===== src/rtl/im2col_pkg.sv =====
// ---------------------------------------------------------------------------
// im2col package
// Types, register indexes and defaults shared by the im2col address generator.
// ---------------------------------------------------------------------------
`default_nettype none

package im2col_pkg;

  localparam int DEF_MAX_PLANES  = 512;
  localparam int DEF_MAX_KERNEL  = 11;
  localparam int DEF_MAX_SIDE    = 2048;
  localparam int DEF_QUEUE_DEPTH = 2;

  localparam int CFG_INDEX_W = 3;
  localparam int CFG_DATA_W  = 12;

  typedef enum logic [CFG_INDEX_W-1:0] {
    REG_KERNEL_WIDTH,
    REG_KERNEL_HEIGHT,
    REG_STRIDE_X,
    REG_STRIDE_Y,
    REG_PAD_X,
    REG_PAD_Y,
    REG_INPUT_WIDTH,
    REG_INPUT_HEIGHT
  } cfg_reg_t;

  typedef struct packed {
    logic [3:0]  kernel_width;
    logic [3:0]  kernel_height;
    logic [3:0]  stride_x;
    logic [3:0]  stride_y;
    logic [2:0]  pad_x;
    logic [2:0]  pad_y;
    logic [11:0] input_width;
    logic [11:0] input_height;
  } cfg_t;

  localparam cfg_t CFG_RESET = '{
    kernel_width:  4'd3,
    kernel_height: 4'd3,
    stride_x:      4'd1,
    stride_y:      4'd1,
    pad_x:         3'd0,
    pad_y:         3'd0,
    input_width:   12'd1,
    input_height:  12'd1
  };

  typedef struct packed {
    logic        restart;
    logic [9:0]  plane_count;
    logic [11:0] out_cols;
    logic [11:0] out_rows;
  } item_t;

  typedef struct packed {
    logic [30:0] src_offset;
    logic [39:0] dst_offset;
    logic        zero_fill;
    logic        last;
  } result_t;

  typedef enum logic {
    KIND_STEP,
    KIND_RESTART
  } kind_t;

  typedef struct packed {
    kind_t       kind;
    logic [9:0]  plane_count;
    logic [11:0] out_cols;
    logic [11:0] out_rows;
  } entry_t;

endpackage

`default_nettype wire


===== src/rtl/im2col_front.sv =====
// ---------------------------------------------------------------------------
// im2col front end
// Holds the configuration registers, accepts items and tags them as restart
// or step entries for the command queue.
// ---------------------------------------------------------------------------
`default_nettype none

module im2col_front (
  input  wire logic                                clk,
  input  wire logic                                rst,
  input  wire logic                                item_valid,
  output logic                                     item_stall,
  input  wire im2col_pkg::item_t                   item,
  input  wire logic                                cfg_valid,
  output logic                                     cfg_ready,
  input  wire logic [im2col_pkg::CFG_INDEX_W-1:0]  cfg_index,
  input  wire logic [im2col_pkg::CFG_DATA_W-1:0]   cfg_data,
  output im2col_pkg::cfg_t                         cfg,
  output logic                                     push,
  output im2col_pkg::entry_t                       push_entry,
  input  wire logic                                full
);
  import im2col_pkg::*;

  assign cfg_ready  = 1'b1;
  assign item_stall = full;
  assign push       = item_valid && !full;

  always_comb begin
    push_entry.kind        = item.restart ? KIND_RESTART : KIND_STEP;
    push_entry.plane_count = item.plane_count;
    push_entry.out_cols    = item.out_cols;
    push_entry.out_rows    = item.out_rows;
  end

  always_ff @(posedge clk) begin
    if (rst) begin
      cfg <= CFG_RESET;
    end else if (cfg_valid && cfg_ready) begin
      case (cfg_index)
        REG_KERNEL_WIDTH:  cfg.kernel_width  <= cfg_data[3:0];
        REG_KERNEL_HEIGHT: cfg.kernel_height <= cfg_data[3:0];
        REG_STRIDE_X:      cfg.stride_x      <= cfg_data[3:0];
        REG_STRIDE_Y:      cfg.stride_y      <= cfg_data[3:0];
        REG_PAD_X:         cfg.pad_x         <= cfg_data[2:0];
        REG_PAD_Y:         cfg.pad_y         <= cfg_data[2:0];
        REG_INPUT_WIDTH:   cfg.input_width   <= cfg_data[11:0];
        REG_INPUT_HEIGHT:  cfg.input_height  <= cfg_data[11:0];
        default: ;
      endcase
    end
  end

endmodule

`default_nettype wire


===== src/rtl/im2col_fifo.sv =====
// ---------------------------------------------------------------------------
// im2col command queue
// Short first-in first-out queue of entries between front and back end.
// ---------------------------------------------------------------------------
`default_nettype none

module im2col_fifo #(
  parameter int DEPTH = im2col_pkg::DEF_QUEUE_DEPTH
) (
  input  wire logic                clk,
  input  wire logic                rst,
  input  wire logic                push,
  input  wire im2col_pkg::entry_t  push_entry,
  output logic                     full,
  input  wire logic                pop,
  output im2col_pkg::entry_t       pop_entry,
  output logic                     not_empty
);
  import im2col_pkg::*;

  localparam int PW = $clog2(DEPTH);
  localparam int CW = $clog2(DEPTH + 1);

  entry_t          slots [DEPTH];
  logic [PW-1:0]   wr_ptr;
  logic [PW-1:0]   rd_ptr;
  logic [CW-1:0]   count;
  logic            do_push;
  logic            do_pop;

  assign full      = (count == CW'(DEPTH));
  assign not_empty = (count != '0);
  assign do_push   = push && !full;
  assign do_pop    = pop && not_empty;
  assign pop_entry = slots[rd_ptr];

  always_ff @(posedge clk) begin
    if (do_push) begin
      slots[wr_ptr] <= push_entry;
    end
  end

  always_ff @(posedge clk) begin
    if (rst) begin
      wr_ptr <= '0;
      rd_ptr <= '0;
      count  <= '0;
    end else begin
      if (do_push) begin
        wr_ptr <= (wr_ptr == PW'(DEPTH - 1)) ? '0 : wr_ptr + 1'b1;
      end
      if (do_pop) begin
        rd_ptr <= (rd_ptr == PW'(DEPTH - 1)) ? '0 : rd_ptr + 1'b1;
      end
      case ({do_push, do_pop})
        2'b10:   count <= count + 1'b1;
        2'b01:   count <= count - 1'b1;
        default: count <= count;
      endcase
    end
  end

endmodule

`default_nettype wire


===== src/rtl/im2col_back.sv =====
// ---------------------------------------------------------------------------
// im2col back end
// Walks the unfold counters and forms source and destination offsets in two
// steps: coordinates and plane row base, then row times width plus column.
// ---------------------------------------------------------------------------
`default_nettype none

module im2col_back #(
  parameter int MAX_PLANES = im2col_pkg::DEF_MAX_PLANES,
  parameter int MAX_KERNEL = im2col_pkg::DEF_MAX_KERNEL,
  parameter int MAX_SIDE   = im2col_pkg::DEF_MAX_SIDE
) (
  input  wire logic                clk,
  input  wire logic                rst,
  input  wire im2col_pkg::cfg_t    cfg,
  input  wire logic                entry_valid,
  input  wire im2col_pkg::entry_t  entry,
  output logic                     pop,
  output logic                     result_valid,
  input  wire logic                result_stall,
  output im2col_pkg::result_t      result
);
  import im2col_pkg::*;

  localparam int PL_W = $clog2(MAX_PLANES + 1);
  localparam int KI_W = $clog2(MAX_KERNEL + 1);
  localparam int SD_W = $clog2(MAX_SIDE + 1);
  localparam int CO_W = SD_W + 6;
  localparam int PH_W = PL_W + SD_W;
  localparam int SR_W = PH_W + SD_W;

  typedef enum logic {S_TAKE, S_ADDR} state_t;

  state_t            state;
  logic              running;
  logic [PL_W-1:0]   plane_idx;
  logic [KI_W-1:0]   krow_idx;
  logic [KI_W-1:0]   kcol_idx;
  logic [SD_W-1:0]   orow_idx;
  logic [SD_W-1:0]   ocol_idx;
  logic [39:0]       dst_count;
  logic [PL_W-1:0]   saved_planes;
  logic [SD_W-1:0]   saved_out_cols;
  logic [SD_W-1:0]   saved_out_rows;

  logic [PH_W-1:0]   plane_h_q;
  logic [SD_W-1:0]   iy_q;
  logic [SD_W-1:0]   ix_q;
  logic              fill_q;
  logic              fin_q;
  logic [39:0]       dst_q;

  logic [KI_W-1:0]   kw;
  logic [KI_W-1:0]   kh;
  logic [3:0]        sx;
  logic [3:0]        sy;
  logic [SD_W-1:0]   w;
  logic [SD_W-1:0]   h;
  logic [PL_W-1:0]   planes_in;
  logic [SD_W-1:0]   cols_in;
  logic [SD_W-1:0]   rows_in;

  logic [CO_W-1:0]   iy;
  logic [CO_W-1:0]   ix;
  logic              fill;
  logic [PH_W-1:0]   plane_h;
  logic [PL_W:0]     plane_inc;
  logic [KI_W:0]     krow_inc;
  logic [KI_W:0]     kcol_inc;
  logic [SD_W:0]     orow_inc;
  logic [SD_W:0]     ocol_inc;
  logic              plane_end;
  logic              krow_end;
  logic              kcol_end;
  logic              orow_end;
  logic              ocol_end;
  logic              fin;
  logic [PH_W-1:0]   row_q;
  logic [SR_W-1:0]   src_full;
  logic              out_free;

  always_comb begin
    if (cfg.kernel_width == 4'd0) begin
      kw = KI_W'(1);
    end else if (32'(cfg.kernel_width) > 32'(MAX_KERNEL)) begin
      kw = KI_W'(MAX_KERNEL);
    end else begin
      kw = KI_W'(cfg.kernel_width);
    end
    if (cfg.kernel_height == 4'd0) begin
      kh = KI_W'(1);
    end else if (32'(cfg.kernel_height) > 32'(MAX_KERNEL)) begin
      kh = KI_W'(MAX_KERNEL);
    end else begin
      kh = KI_W'(cfg.kernel_height);
    end
    sx = (cfg.stride_x == 4'd0) ? 4'd1 : cfg.stride_x;
    sy = (cfg.stride_y == 4'd0) ? 4'd1 : cfg.stride_y;
    if (cfg.input_width == 12'd0) begin
      w = SD_W'(1);
    end else if (32'(cfg.input_width) > 32'(MAX_SIDE)) begin
      w = SD_W'(MAX_SIDE);
    end else begin
      w = SD_W'(cfg.input_width);
    end
    if (cfg.input_height == 12'd0) begin
      h = SD_W'(1);
    end else if (32'(cfg.input_height) > 32'(MAX_SIDE)) begin
      h = SD_W'(MAX_SIDE);
    end else begin
      h = SD_W'(cfg.input_height);
    end
    if (entry.plane_count == 10'd0) begin
      planes_in = PL_W'(1);
    end else if (32'(entry.plane_count) > 32'(MAX_PLANES)) begin
      planes_in = PL_W'(MAX_PLANES);
    end else begin
      planes_in = PL_W'(entry.plane_count);
    end
    if (entry.out_cols == 12'd0) begin
      cols_in = SD_W'(1);
    end else if (32'(entry.out_cols) > 32'(MAX_SIDE)) begin
      cols_in = SD_W'(MAX_SIDE);
    end else begin
      cols_in = SD_W'(entry.out_cols);
    end
    if (entry.out_rows == 12'd0) begin
      rows_in = SD_W'(1);
    end else if (32'(entry.out_rows) > 32'(MAX_SIDE)) begin
      rows_in = SD_W'(MAX_SIDE);
    end else begin
      rows_in = SD_W'(entry.out_rows);
    end
  end

  // Negative coordinates wrap to large unsigned values and land in padding.
  always_comb begin
    iy = CO_W'(orow_idx) * CO_W'(sy) + CO_W'(krow_idx) - CO_W'(cfg.pad_y);
    ix = CO_W'(ocol_idx) * CO_W'(sx) + CO_W'(kcol_idx) - CO_W'(cfg.pad_x);
    fill    = (iy >= CO_W'(h)) || (ix >= CO_W'(w));
    plane_h = PH_W'(plane_idx) * PH_W'(h);

    plane_inc = (PL_W+1)'(plane_idx) + (PL_W+1)'(1);
    krow_inc  = (KI_W+1)'(krow_idx) + (KI_W+1)'(1);
    kcol_inc  = (KI_W+1)'(kcol_idx) + (KI_W+1)'(1);
    orow_inc  = (SD_W+1)'(orow_idx) + (SD_W+1)'(1);
    ocol_inc  = (SD_W+1)'(ocol_idx) + (SD_W+1)'(1);
    plane_end = plane_inc >= (PL_W+1)'(saved_planes);
    krow_end  = krow_inc >= (KI_W+1)'(kh);
    kcol_end  = kcol_inc >= (KI_W+1)'(kw);
    orow_end  = orow_inc >= (SD_W+1)'(saved_out_rows);
    ocol_end  = ocol_inc >= (SD_W+1)'(saved_out_cols);
    fin       = plane_end && krow_end && kcol_end && orow_end && ocol_end;
  end

  always_comb begin
    row_q    = plane_h_q + PH_W'(iy_q);
    src_full = SR_W'(row_q) * SR_W'(w) + SR_W'(ix_q);
  end

  assign pop      = (state == S_TAKE) && entry_valid;
  assign out_free = !result_valid || !result_stall;

  always_ff @(posedge clk) begin
    if (rst) begin
      state          <= S_TAKE;
      running        <= 1'b0;
      result_valid   <= 1'b0;
      plane_idx      <= '0;
      krow_idx       <= '0;
      kcol_idx       <= '0;
      orow_idx       <= '0;
      ocol_idx       <= '0;
      dst_count      <= '0;
      saved_planes   <= PL_W'(1);
      saved_out_cols <= SD_W'(1);
      saved_out_rows <= SD_W'(1);
    end else begin
      if (result_valid && !result_stall && state != S_ADDR) begin
        result_valid <= 1'b0;
      end
      case (state)
        S_TAKE: begin
          if (entry_valid) begin
            if (entry.kind == KIND_RESTART) begin
              saved_planes   <= planes_in;
              saved_out_cols <= cols_in;
              saved_out_rows <= rows_in;
              plane_idx      <= '0;
              krow_idx       <= '0;
              kcol_idx       <= '0;
              orow_idx       <= '0;
              ocol_idx       <= '0;
              dst_count      <= '0;
              running        <= 1'b1;
            end else if (running) begin
              plane_h_q <= plane_h;
              iy_q      <= iy[SD_W-1:0];
              ix_q      <= ix[SD_W-1:0];
              fill_q    <= fill;
              fin_q     <= fin;
              dst_q     <= dst_count;
              dst_count <= dst_count + 40'd1;
              state     <= S_ADDR;
              if (fin) begin
                running <= 1'b0;
              end else if (ocol_end) begin
                ocol_idx <= '0;
                if (orow_end) begin
                  orow_idx <= '0;
                  if (kcol_end) begin
                    kcol_idx <= '0;
                    if (krow_end) begin
                      krow_idx  <= '0;
                      plane_idx <= plane_end ? '0 : plane_inc[PL_W-1:0];
                    end else begin
                      krow_idx <= krow_inc[KI_W-1:0];
                    end
                  end else begin
                    kcol_idx <= kcol_inc[KI_W-1:0];
                  end
                end else begin
                  orow_idx <= orow_inc[SD_W-1:0];
                end
              end else begin
                ocol_idx <= ocol_inc[SD_W-1:0];
              end
            end
          end
        end
        S_ADDR: begin
          if (out_free) begin
            result.src_offset <= fill_q ? '0 : 31'(src_full);
            result.dst_offset <= dst_q;
            result.zero_fill  <= fill_q;
            result.last       <= fin_q;
            result_valid      <= 1'b1;
            state             <= S_TAKE;
          end
        end
        default: state <= S_TAKE;
      endcase
    end
  end

endmodule

`default_nettype wire


===== src/rtl/im2col_address_generator_top.sv =====
// ---------------------------------------------------------------------------
// im2col address generator
// Emits the unfold sequence of a 2-D convolution, one element per step item of a running unfold.
// ---------------------------------------------------------------------------
// A restart item latches plane count and output sizes; each later step item
// yields one element (source offset or zero fill, destination offset, last
// mark) until the element marked last, after which step items are dropped
// until the next restart. Items pass through a two-entry queue, so the input
// side keeps accepting while the back end works, until the queue is full. The
// back end forms each element in two steps: first the coordinates and the
// plane base, then the row-times-width multiply and column add; a restart or
// a dropped step is handled in the take state alone. A result register holds
// a finished element while the next one is being computed, so the back end
// starts on the next element before the last is taken. There is no clearing pass after reset.
`default_nettype none

module im2col_address_generator_top #(
  parameter int MAX_PLANES  = im2col_pkg::DEF_MAX_PLANES,
  parameter int MAX_KERNEL  = im2col_pkg::DEF_MAX_KERNEL,
  parameter int MAX_SIDE    = im2col_pkg::DEF_MAX_SIDE,
  parameter int QUEUE_DEPTH = im2col_pkg::DEF_QUEUE_DEPTH
) (
  input  wire logic                                clk,
  input  wire logic                                rst,
  input  wire logic                                item_valid,
  output logic                                     item_stall,
  input  wire im2col_pkg::item_t                   item,
  input  wire logic                                cfg_valid,
  output logic                                     cfg_ready,
  input  wire logic [im2col_pkg::CFG_INDEX_W-1:0]  cfg_index,
  input  wire logic [im2col_pkg::CFG_DATA_W-1:0]   cfg_data,
  output logic                                     result_valid,
  input  wire logic                                result_stall,
  output im2col_pkg::result_t                      result
);
  import im2col_pkg::*;

  cfg_t    cfg;
  logic    push;
  entry_t  push_entry;
  logic    full;
  logic    pop;
  entry_t  pop_entry;
  logic    not_empty;

  im2col_front u_front (
    .clk        (clk),
    .rst        (rst),
    .item_valid (item_valid),
    .item_stall (item_stall),
    .item       (item),
    .cfg_valid  (cfg_valid),
    .cfg_ready  (cfg_ready),
    .cfg_index  (cfg_index),
    .cfg_data   (cfg_data),
    .cfg        (cfg),
    .push       (push),
    .push_entry (push_entry),
    .full       (full)
  );

  im2col_fifo #(
    .DEPTH (QUEUE_DEPTH)
  ) u_fifo (
    .clk        (clk),
    .rst        (rst),
    .push       (push),
    .push_entry (push_entry),
    .full       (full),
    .pop        (pop),
    .pop_entry  (pop_entry),
    .not_empty  (not_empty)
  );

  im2col_back #(
    .MAX_PLANES (MAX_PLANES),
    .MAX_KERNEL (MAX_KERNEL),
    .MAX_SIDE   (MAX_SIDE)
  ) u_back (
    .clk          (clk),
    .rst          (rst),
    .cfg          (cfg),
    .entry_valid  (not_empty),
    .entry        (pop_entry),
    .pop          (pop),
    .result_valid (result_valid),
    .result_stall (result_stall),
    .result       (result)
  );

endmodule

`default_nettype wire


===== config.mk =====
export PLATFORM = sky130hd
export DESIGN_NAME = im2col_address_generator_top
export DESIGN_NICKNAME = d
export VERILOG_FILES = /design/src/rtl/im2col_pkg.sv /design/src/rtl/im2col_front.sv /design/src/rtl/im2col_fifo.sv /design/src/rtl/im2col_back.sv /design/src/rtl/im2col_address_generator_top.sv
export SDC_FILE = /design/constraint.sdc
export NUM_CORES = 2
export LEC_CHECK = 0
export BUFFER_PORTS_ARGS = -buffer_cell sky130_fd_sc_hd__buf_4
export CORE_UTILIZATION = 45
export CTS_CLUSTER_SIZE = 8
export DETAILED_ROUTE_END_ITERATION = 10
export PLACE_DENSITY = 0.62
export SYNTH_ARGS = -nofsm -noshare
export SYNTH_HDL_FRONTEND = slang
export SYNTH_SLANG_ARGS = --single-unit

===== constraint.sdc =====
create_clock -name clk -period 10.6 [get_ports clk]
set_input_delay 0.53 -clock clk [delete_from_list [all_inputs] [get_ports clk]]
set_output_delay 0.53 -clock clk [all_outputs]
set_load 0.02 [all_outputs]

[After elaboration in Yosys (flattened, before gate mapping)]
Memory sizes are Yosys's and may differ from the RTL's. A register that Yosys moved wholly into a read port is not among the register bits.
Cells that the tools add are included.
Storage, ports and cells
  register bits: 330
  bits in writable memories: 70
  input port bits: 55
  output and inout bits: 76
  word-level logic and storage cells: 199
  memories kept: 1
Cells by class
  add/sub/neg operators: 16
  multiply operators: 4
  order comparisons: 14
  eq/ne operators: 11
  muxes and demuxes: 67
  bitwise operators: 3
  reductions and logical operators: 50
Memories
  u_fifo.slots: words 2, width 35, rd ports 1, clocked after memory_dff 1, write ports 1, line im2col_fifo.sv:24  | entry_t slots [DEPTH];
Operator list (number)
  $mux 12: 17
  $mux 10: 10
  $mux 40: 2
  $mux 4: 19
  $gt 12x12->1 const B: 4
  $logic_not 12->1: 4
  $add 40x1->40 const B: 1
  $ge 18x12->1: 2
  $sub 18x3->18: 2
  $add 16x4->17: 2
  $mul 12x4->16: 2
  $add 31x12->31: 1
  $mul 22x12->31: 1
  $add 12x1->13 const B: 2
  $ge 13x12->1: 2
  $add 22x12->22: 1
  $mul 10x12->22: 1
  $reduce_and 2->1: 9
  $mux 1: 17
  $logic_not 4->1: 4
  $reduce_bool 2->1: 7
  $eq 3x3->1 const B: 4
  $add 10x1->11 const B: 1
  $ge 11x10->1: 1
  26 further kinds: 49

[Depth between registers and ports, before layout]
  depth after elaboration: 11
  mapped depth: 32
  mapped depth without buffers: 32

[Modules after synthesis]
From an unflattened synthesis, not the netlist that was laid out.
Unflattened totals
  cells, all modules: 3509
  area, all modules: 34083.9 µm²
By module, submodules not included
  im2col_back: instances 1, cells each 3157, area an instance 29141.7 µm², sequential area each 7216.9 µm²
  im2col_fifo: instances 1, cells each 135, area an instance 2742.6 µm², sequential area each 2202.1 µm²
  im2col_front: instances 1, cells each 217, area an instance 2199.6 µm², sequential area each 920.9 µm²

[Least setup slack after synthesis]
Ideal clock, no wire load.
  path kind: register -> register
  from: reg u_back.iy_q[0]
  to: reg u_back.result[72] (netlist name)
  library setup time: 259 ps
  data arrival time: 7191 ps
  required time: 10341 ps
  setup slack: 3149 ps
  stages on the path, launching flop included: 31
  buffers on the path: 0
  period minus slack after synthesis: 7451 ps
  cells stage by stage: edfxtp_1 ha_1 inv_1 fa_1 nor2b_1 o31a_1 o41ai_2 o21a_1 a211o_2 or3b_2 xnor2_2 nand2_1 fa_1 inv_1 fa_1 fa_1 fa_1 inv_1 fa_1 inv_1 ha_1 and2_1 a221o_1 a21oi_1 o211a_1 o31ai_1 nand3_1 a21oi_1 nor3_1 or3_1 mux2i_1
Between the ends
  longest elaborated chain between the ends: 3
RTL lines
  from (decl): line im2col_back.sv:47  | logic [SD_W-1:0] iy_q;
  from (signal assigned): line im2col_back.sv:198  | iy_q <= iy[SD_W-1:0];
  $add 22x12->22: line im2col_back.sv:157  | row_q = plane_h_q + PH_W'(iy_q);
  $mul 22x12->31: line im2col_back.sv:158  | src_full = SR_W'(row_q) * SR_W'(w) + SR_W'(ix_q);
  $add 31x12->31: line im2col_back.sv:158
No other way between the ends.
A chain may end at the register's enable or synchronous reset.

[Worst setup path after layout]
  from: reg u_back.plane_h_q[0]
  to: reg u_back.result[72] (netlist name)
Between the ends
  longest elaborated chain between the ends: 3
RTL lines
  from (decl): line im2col_back.sv:46  | logic [PH_W-1:0] plane_h_q;
  from (signal assigned): line im2col_back.sv:197  | plane_h_q <= plane_h;
  $add 22x12->22: line im2col_back.sv:157
  $mul 22x12->31: line im2col_back.sv:158
  $add 31x12->31: line im2col_back.sv:158
No other way between the ends.

==> Implementation_results.wiki <==
{| class="wikitable"
! Metric !! Value
|-
| Fraction of the yosys area taken by sequential cells || a little under a third
|-
| Drt via density || slightly above 5
|-
| Total number of H-tree levels || 2
|-
| Leakage || 0.0163 µW
|-
| Final setup fails || 0
|-
| Netlist cell types || about 90
|-
| Part of the cycle the worst path needs || 78.0%
|-
| TritonCTS buffer count || 57
|-
| GRT Total Usage || 20.5%
|-
| Slowest stage delay, CP || 0.80 ns
|-
| Commonest non-fill, non-tap cell in the layout || inv_1
|-
| Total core area || 73200 µm²
|-
| Transition time of the tightest slew-check pin || 1.27 ns
|-
| Most frequent cells in the layout || inv_1 (457), nand2_1 (381), fa_1 (336)
|-
| Max Clock Skew || 0.0426 ns
|-
| Slew margin rel. || 14.9%
|-
| Initial antenna violation count || 0
|-
| Total standard cell area after synthesis || 33400 µm²
|-
| Final hold vios || 0
|-
| Detailed Route Iter0 Violations || 1150
|-
| Number of flops mapped to enable cells by yosys || 231
|-
| Number of design rule violations left after detail routing || 6
|-
| Initial cell density of the core || 45.7%
|-
| TritonCTS clock tree || built
|-
| Worst-case clock buffer depth || 3
|-
| Post-DP HPWL || 57.7 mm
|-
| Area growth, synth to finish || 10.9%
|-
| Iteration count of the initial detailed-routing pass || 8
|-
| Setup TNS || 0 ns
|-
| Critical Path Most Common Cell || fa_1
|-
| Detail Route Antenna Nets || 0
|-
| Number of gates given a new drive strength after cts || 0
|-
| Post-synthesis async set-or-reset flop share || 0%
|-
| Pwr per Cell Area || 127 nW/µm²
|-
| Vert. Die Dim || around 270 µm
|-
| Top_reg_cell synth || edfxtp_1
|-
| Failing checks || DRC
|-
| Crit path required time || 10.94 ns
|-
| Kind of critical path || reg -> reg
|-
| Number of nets produced by synthesis || 4082
|-
| Sort of element at the end of the critical path || flop
|-
| Hold slack || 0.0849 ns
|-
| Number of setup buffers added after CTS || 0
|-
| Worst hold-check path type || in -> reg
|-
| Gate count of the mapped netlist || ~3400
|-
| IO buf count || roughly 130
|-
| Average cell area after synthesis || 9.84 µm²
|-
| Pin count of the biggest net entering global routing || 68
|-
| Overall routed net length || 75.0 mm
|-
| FF+latch count, synth || about 400
|-
| Global-route congestion overflow total || 0
|-
| TritonCTS Sinks || 401
|-
| Chip Width || 275 µm
|-
| Wire length of the first global-routing pass || roughly 120 mm
|-
| Number of violations of the max-capacitance limit || 0
|-
| Highest achievable clock rate || 121 MHz
|-
| Clock edge transition at the registers on the reported setup and hold paths || 0.05 ns
|-
| Crit path arrival time || approximately 8.6 ns
|-
| Highest fanout seen on the critical path || 12
|-
| I/O pin count || 131
|-
| Final net count || around 4200
|-
| Total number of vias || 23300
|-
| Cell chosen for the clock root || clkbuf_16
|-
| Startpoint class of the critical path || flop
|-
| Layout cells sized above 1 || between 8 and 9%
|-
| IR Drop Worst-Case VDD || about 0.16 mV
|-
| WL/cell || roughly 17 µm
|-
| Clock latency on the worst-skew pair || 0.63 ns
|-
| Total Power Consumption || 4720 µW
|-
| Diodes inserted || 0
|-
| Run status || finished, violations left
|-
| Number of placement rows || around 100
|-
| Max-slew violations || 0
|-
| Hold-fix buffers at CTS || 0
|-
| Syn. warnings || 0
|-
| GPL Wtd Cong || 0.862
|-
| Total die area || 75400 µm²
|-
| Setup repair after global routing missed its margin || false
|-
| Via count of the first global-routing pass || roughly 24000
|-
| Cell with the biggest individual delay on the critical path || xor2_1
|-
| Final period demand of the worst path || 8.27 ns
|}
[routing by layer]
metal | up-vias | part of all wire (%) | global-route usage, %
met5 | - | 0 | 0
met1 | 11400 | 46 | 27.7
met2 | 482 | 47 | 34.9
met4 | 0 | 2.0 | 4.96
li1 | 11400 | - | -
met3 | 104 | 4.5 | 2.46
[power by group]
group	internal [µW]	leakage, µW	switching, µW
Combinational	460	0.0120	717
Clock	1020	0.000805	700
Sequential	1770	0.00351	56.9
Total	3250	0.0163	1470
[registers in the layout, indices dropped and copies added, names as in the netlist, 22 cells and up, named ones only]
name / flops
u_back.dst_count: 40
u_back.dst_q: 40
u_back.plane_h_q: 22
u_back.result: 73
u_fifo.slots: 70
u_front.cfg: 46
[synthesized netlist by cell type (7+ instances only)]
master / n / area share (%)
o211ai_1: 7 / 0.16
buf_1: 11 / 0.12
inv_1: 457 / 5.1
o21a_1: 22 / 0.49
o22ai_1: 24 / 0.45
mux2i_1: 63 / 1.9
xnor2_1: 103 / 2.7
edfxtp_1: 231 / 21
ha_1: 293 / 11
a31oi_1: 13 / 0.24
xor2_1: 83 / 2.2
a211oi_1: 19 / 0.43
nand3_1: 58 / 0.87
or3_1: 23 / 0.43
nor3b_1: 11 / 0.25
nor3_1: 51 / 0.76
and3_1: 22 / 0.41
o21bai_1: 7 / 0.16
nor4_1: 18 / 0.34
o21ai_0: 67 / 1.0
nand2_1: 382 / 4.3
clkbuf_1: 104 / 1.2
o31ai_1: 10 / 0.22
and2_1: 137 / 2.6
nor2_1: 254 / 2.9
fa_1: 336 / 20
a21oi_1: 114 / 1.7
or2_2: 9 / 0.17
nand4_1: 24 / 0.45
nand2b_1: 33 / 0.62
buf_2: 7 / 0.10
dfxtp_1: 170 / 10
a21o_1: 41 / 0.92
mux2_2: 9 / 0.30
nor2b_1: 52 / 0.97
[critical path, delay by kind of cell (launching register included)]
kind,cells,cell delay (ns)
adder cells (fa/ha/maj),8,3.62
multiplexers,1,0.06
flip-flops,1,0.33
buffers and inverters,4,0.21
AO/OA/AOI/OAI,9,1.80
XOR/XNOR,1,0.80
AND/OR/NAND/NOR,7,1.20
[stage by stage]
step,setup WS (ns),utilization (%),cells,cell area [µm²]
after floorplan,3.15,-,3398,33400
after global placement,2.43,48.3,4391,35400
after detailed placement,2.33,48.3,4391,35400
after CTS,2.31,50.6,4494,37100
after global routing,1.79,50.6,4494,37100
final,2.33,50.6,4494,37100
[cells by family after synthesis]
group           Yosys count  share of synthesized area, %
simple gates           1114                          16.0
fa+ha+maj               629                          31.1
buf+inv                 586                          6.64
compound gates          404                          7.99
flops                   401                          30.9
xor+xnor                190                          5.09
mux                      73                          2.22
other cells               1                        0.0112
[area by class of cell]
class / count / area, µm²
fillers: 6826 / 36200
multi-input cells: 2411 / 20900
flip-flops and latches: 401 / 10300
inverters: 462 / 1730
clock buffers: 98 / 1600
well taps: 959 / 1200
repair buffers: 158 / 1190
clock inverters: 5 / 101
[worst paths after layout]
kind                                  from                         endpoint  slack (ns)  cells past startpoint
min                               item[18]    u_fifo.slots[0][18]$_DFFE_PP_        0.08                      1
min reg2reg     u_back.dst_q[18]$_DFFE_PP_      u_back.result[20]$_DFFE_PP_        0.41                      0
max          u_back.plane_h_q[0]$_DFFE_PP_  u_back.result[72]$_SDFFCE_PP0P_        2.33                     30
max reg2reg  u_back.plane_h_q[0]$_DFFE_PP_  u_back.result[72]$_SDFFCE_PP0P_        2.33                     30
Power figures use the tool's default switching activity.
